==> src/rtl/rbst_pkg.sv <==
// Package for the ray box slab test: field widths and the per-axis slab record.
package rbst_pkg;

	localparam int unsigned CoordW = 32;
	localparam int unsigned DiffW  = CoordW + 1;
	localparam int unsigned MulW   = DiffW + 1;
	localparam int unsigned ProdW  = 2 * MulW;
	localparam int unsigned NumAxes = 3;
	localparam int unsigned InDataW = 12 * CoordW;
	localparam int unsigned OutDataW = 8;

	// Slab of one axis: parameters a/d and b/d with a <= b, d > 0 unless dzero is set
	typedef struct packed {
		logic                    dzero;
		logic                    in_ext;
		logic signed [DiffW-1:0] a;
		logic signed [DiffW-1:0] b;
		logic [CoordW-1:0]       d;
	} slab_t;

endpackage

==> src/rtl/rbst_axis.sv <==
// Two-stage per-axis front end: corner offsets, direction sign fold and ordering.
module rbst_axis (
	input  logic                                 clk,
	input  logic                                 en,
	input  logic signed [rbst_pkg::CoordW-1:0]   origin,
	input  logic signed [rbst_pkg::CoordW-1:0]   dir,
	input  logic signed [rbst_pkg::CoordW-1:0]   box_min,
	input  logic signed [rbst_pkg::CoordW-1:0]   box_max,
	output rbst_pkg::slab_t                      slab
);
	import rbst_pkg::*;

	logic signed [DiffW-1:0] n0_s1, n1_s1;
	logic                    dneg_s1, dzero_s1;
	logic [CoordW-1:0]       dabs_s1;
	logic signed [DiffW-1:0] lo_c, hi_c;
	slab_t                   slab_s2;

	always_ff @(posedge clk) begin
		if (en) begin
			n0_s1    <= DiffW'(box_min) - DiffW'(origin);
			n1_s1    <= DiffW'(box_max) - DiffW'(origin);
			dneg_s1  <= dir[CoordW-1];
			dzero_s1 <= (dir == '0);
			dabs_s1  <= dir[CoordW-1] ? CoordW'(-dir) : CoordW'(dir);
		end
	end

	assign lo_c = (n0_s1 < n1_s1) ? n0_s1 : n1_s1;
	assign hi_c = (n0_s1 < n1_s1) ? n1_s1 : n0_s1;

	always_ff @(posedge clk) begin
		if (en) begin
			slab_s2.dzero  <= dzero_s1;
			// origin within the extent: offsets not both strictly one sign
			slab_s2.in_ext <= !(lo_c > 0 || hi_c < 0);
			slab_s2.a      <= dneg_s1 ? -hi_c : lo_c;
			slab_s2.b      <= dneg_s1 ? -lo_c : hi_c;
			slab_s2.d      <= dabs_s1;
		end
	end

	assign slab = slab_s2;

endmodule

==> config.mk <==
export PLATFORM = sky130hd
export DESIGN_NAME = rbst_axis
export DESIGN_NICKNAME = d
export VERILOG_FILES = /design/src/rtl/rbst_pkg.sv /design/src/rtl/rbst_axis.sv
export SDC_FILE = /design/constraint.sdc
export NUM_CORES = 1
export LEC_CHECK = 0
export ABC_AREA = 1
export BUFFER_PORTS_ARGS = -buffer_cell sky130_fd_sc_hd__buf_2
export CAP_MARGIN = 5
export CORE_MARGIN = 10
export CORE_UTILIZATION = 30
export DETAILED_ROUTE_END_ITERATION = 12
export GPL_TIMING_DRIVEN = 0
export SYNTH_ARGS = -nofsm -noshare
export SYNTH_HDL_FRONTEND = slang
export SYNTH_SLANG_ARGS = --single-unit
==> constraint.sdc <==
create_clock -name clk -period 5.1 [get_ports clk]
set_input_delay 0.255 -clock clk [delete_from_list [all_inputs] [get_ports clk]]
set_output_delay 0.255 -clock clk [all_outputs]
set_load 0.02 [all_outputs]
==> flow_summary_export.csv <==
group,metric,value,unit
outcome,status,"completed",
clocking,cts_sinks,200,
synthesis,synthTopCellsByArea,"edfxtp_1 41%, nand2_1 14%, ha_1 8.5%",
floorplanning,initial_core_util,30.53,%
clocking,post_cts_resized,0,
power_and_ir_drop,p_leak,8.101,nW
min_path,min_path_type,"in2reg",
critical_path,rr_worst_depth,23,
clocking,clk_latency,460,ps
synthesis,ys_types,39,
clocking,cts_tree,"yes",
timing,setup_tns,0,ps
place,gp_congestion,0.9002,
grt,grt_overflow_total,0,
route,drt_first_pass_iters,5,
synthesis,synth_top_area_share,40.95,%
critical_path,worst-setup-path-type,"reg2reg",
timing,finalCritPeriodShare,81.08,%
synthesis,yosysMostFrequentCell,"nand2_1",
synthesis,synthArstFlopShare,0,%
timing,rsz0062_at_grt,"false",
timing,hold_viol,0,
timing,post-route-min-period,4135,ps
synthesis,synth_seq_cells,200,
critical_path,cp.arrival,4410,ps
critical_path,reg2reg_slack,960,ps
grt,grt_usage,15.41,%
critical_path,crit_chain,"ha_1, nand2_1, inv_1, nand2_1, nand2_1, a21oi_1, nand2_1, nor2_2, nand2_4, nand2_2, nand2_4, buf_6, nand2_1, o21ai_1, inv_1, ha_1, nand2_1, nor2_2, nand2_2, nor2_4, nand4_1, ha_1, o21ai_0",
clocking,clk_pin_slew,70,ps
route,drt_iter0_markers,898,
critical_path,r2r_start,"n0_s1[32]",
synthesis,avgSynthCellArea,7.889,um^2
floorplanning,dieWidth,241.1,um
clocking,cts_setup_buffers,0,
power_and_ir_drop,ir_drop,0.1914,mV
grt,antenna_found_initial,4,
synthesis,ys_seq_area_share,40.95,%
synthesis,syn_inst,1859,
critical_path,rr_endpoint,"slab[64]",
route,avgViaCountPerCell,4.682,
grt,grt_pass1_vias,12760,
floorplanning,dieHeight,241.1,um
timing,setup_viol,0,
timing,drv_slew,0,
synthesis,yosys.area.top_type,"edfxtp_1",
grt,grt_pass1_wl,69.31,mm
synthesis,syn_nets,2091,
run,maxCapViolations,0,
place,dp_hpwl,38.57,mm
clocking,clock-root-buffer,"clkbuf_16",
final_layout,final.fill_count,5054,
timing,slew_headroom,53.49,%
route,drcViolationCount,0,
critical_path,cp_common_cell,"nand2_1",
synthesis,synth.top_cells.by_count,"529 x nand2_1, 270 x inv_1, 200 x edfxtp_1",
critical_path,start_kind,"flip-flop",
critical_path,critPathRequiredTime,5380,ps
timing,fin_skew,7.836,ps
route,wire_per_inst,16.60,um
route,drtAntennaViolNets,0,
route,wl,45.45,mm
critical_path,cp-endpoint,"slab[64]",
final_layout,synthToLayoutAreaGrowth,17.21,%
synthesis,yosysWarnings,0,
critical_path,max_stage_delay,450,ps
timing,worstMarginPinSlew,697.7,ps
floorplanning,num_rows,80,
critical_path,critPathSlowestCell,"edfxtp_1",
critical_path,crit_start,"n0_s1[32]",
timing,fin_ws,964.8,ps
place,place_ws,881.6,ps
final_layout,drive_gt1_share,15.32,%
synthesis,syn_area,14670,um^2
synthesis,synthFlopType,"edfxtp_1",
grt,grt_start_max_net_pins,131,
critical_path,critPathMaxFanout,10,
floorplanning,die-area,58130,um^2
final_layout,final_net_count,2341,
critical_path,cp-end-kind,"flip-flop",
clocking,htree_levels,4,
clocking,cts_made_buffers,17,
route,dr_total_vias,12820,
power_and_ir_drop,p_per_area,396.6,nW/um^2
place,portBuffers,229,
floorplanning,io-pin-count,230,
floorplanning,core-area,48050,um^2
clocking,clockBufferDepth,2,
synthesis,synth_edf_count,200,
timing,fmax,241.8,MHz
[critical path, delay by kind of cell (launching register included)]
family | cells | cell delay [ps]
compound gates | 3 | 560
fa+ha+maj | 3 | 900
buf+inv | 3 | 320
flops | 1 | 450
simple gates | 14 | 1730
[worst min-delay path by stage]
stage | from | endpoint | slack, ps | depth (start not counted)
after floorplan | dir[0] | dabs_s1[0] | 350 | 0
after detailed placement | dabs_s1[27] | slab[27] | 410 | 0
after CTS | dir[31] | dneg_s1 | 30 | 1
after global routing | dir[31] | dneg_s1 | 50 | 1
after global placement | dabs_s1[25] | slab[25] | 400 | 0
final | dir[31] | dneg_s1 | 50 | 1
[flip-flops by register name (all words and copies together) (netlist names)]
register,flops
slab,100
n0_s1,33
n1_s1,33
dabs_s1,32
dneg_s1,1
dzero_s1,1
[per-layer routing]
metal | global-route usage, % | up-vias | routed length [um]
li1 | - | 6620 | -
met1 | 20.31 | 5855 | 21020
met2 | 25.80 | 301 | 21630
met3 | 2.441 | 40 | 2047
met4 | 4.001 | 4 | 721
met5 | 0 | - | 27
[power breakdown]
group	switching, mW	internal [mW]	total (mW)
clock network	0.653	0.644	1.30
logic	2.22	0.986	3.20
registers	0.0952	2.22	2.32
total	2.96	3.85	6.82
[stage by stage]
stage / hold WS (ps) / area [um^2] / util [%] / cells / total power [mW]
5_1_grt: 46.74 / 17190 / 35.77 / 2737 / 7.337
6_report: 50.82 / 17190 / 35.78 / 2738 / 6.818
4_1_cts: 28.17 / 17190 / 35.77 / 2737 / 6.861
3_5_place_dp: 405.6 / 16620 / 34.59 / 2704 / 5.548
3_3_place_gp: 400.5 / 16580 / 34.51 / 2703 / 5.504
2_1_floorplan: 353.9 / 14670 / - / 1859 / 4.505
[final cells by class]
class                           instances  area [um^2]  share of cell area [%]
Timing Repair Buffer                  231         1194                   6.944
Sequential cell                       200         6006                   34.94
Tap cell                              615        769.5                   4.476
Clock inverter                         15        132.6                  0.7715
Inverter                              271         1017                   5.917
Clock buffer                           17        425.4                   2.475
Buffer                                 34        236.5                   1.376
Multi-Input combinational cell       1354         7407                   43.09
Antenna cell                            1        2.502                 0.01456
[repair_timing]
item,4_1_cts,5_1_grt
setup endpoints to repair,0,0
hold buffers,1,0
endpoints found under the hold margin,1,0
[kinds of logic after synthesis]
| family | Yosys count | synth area share, % |
|---|---|---|
| AOI/OAI and AO/OA | 246 | 9.538 |
| adders and majority gates | 102 | 8.804 |
| and+or+nand+nor | 905 | 26.13 |
| DFF | 200 | 40.95 |
| buffers and inverters | 305 | 8.548 |
| xor gates and xnor gates | 101 | 6.031 |
[layout by cell type, fill, tap and decap left out, drive strengths merged]
| cell type | n |
|---|---|
| o21a | 9 |
| o21ai | 87 |
| a21oi | 88 |
| dlygate4sd3 | 1 |
| clkbuf | 26 |
| o22ai | 4 |
| a21o | 4 |
| edfxtp | 200 |
| nor4 | 6 |
| and2 | 7 |
| or2 | 5 |
| inv | 279 |
| diode | 1 |
| nand2 | 542 |
| a31oi | 15 |
| nand3b | 6 |
| buf | 253 |
| clkinvlp | 1 |
| nor2 | 164 |
| xnor2 | 38 |
| o21bai | 17 |
| ha | 100 |
| a221oi | 8 |
| nand3 | 156 |
| dlygate4sd1 | 2 |
| clkinv | 6 |
| nand4 | 5 |
| a21boi | 12 |
| fa | 2 |
| nor3 | 14 |
| o31ai | 2 |
| xor2 | 63 |
Power figures use the tool's default switching activity.
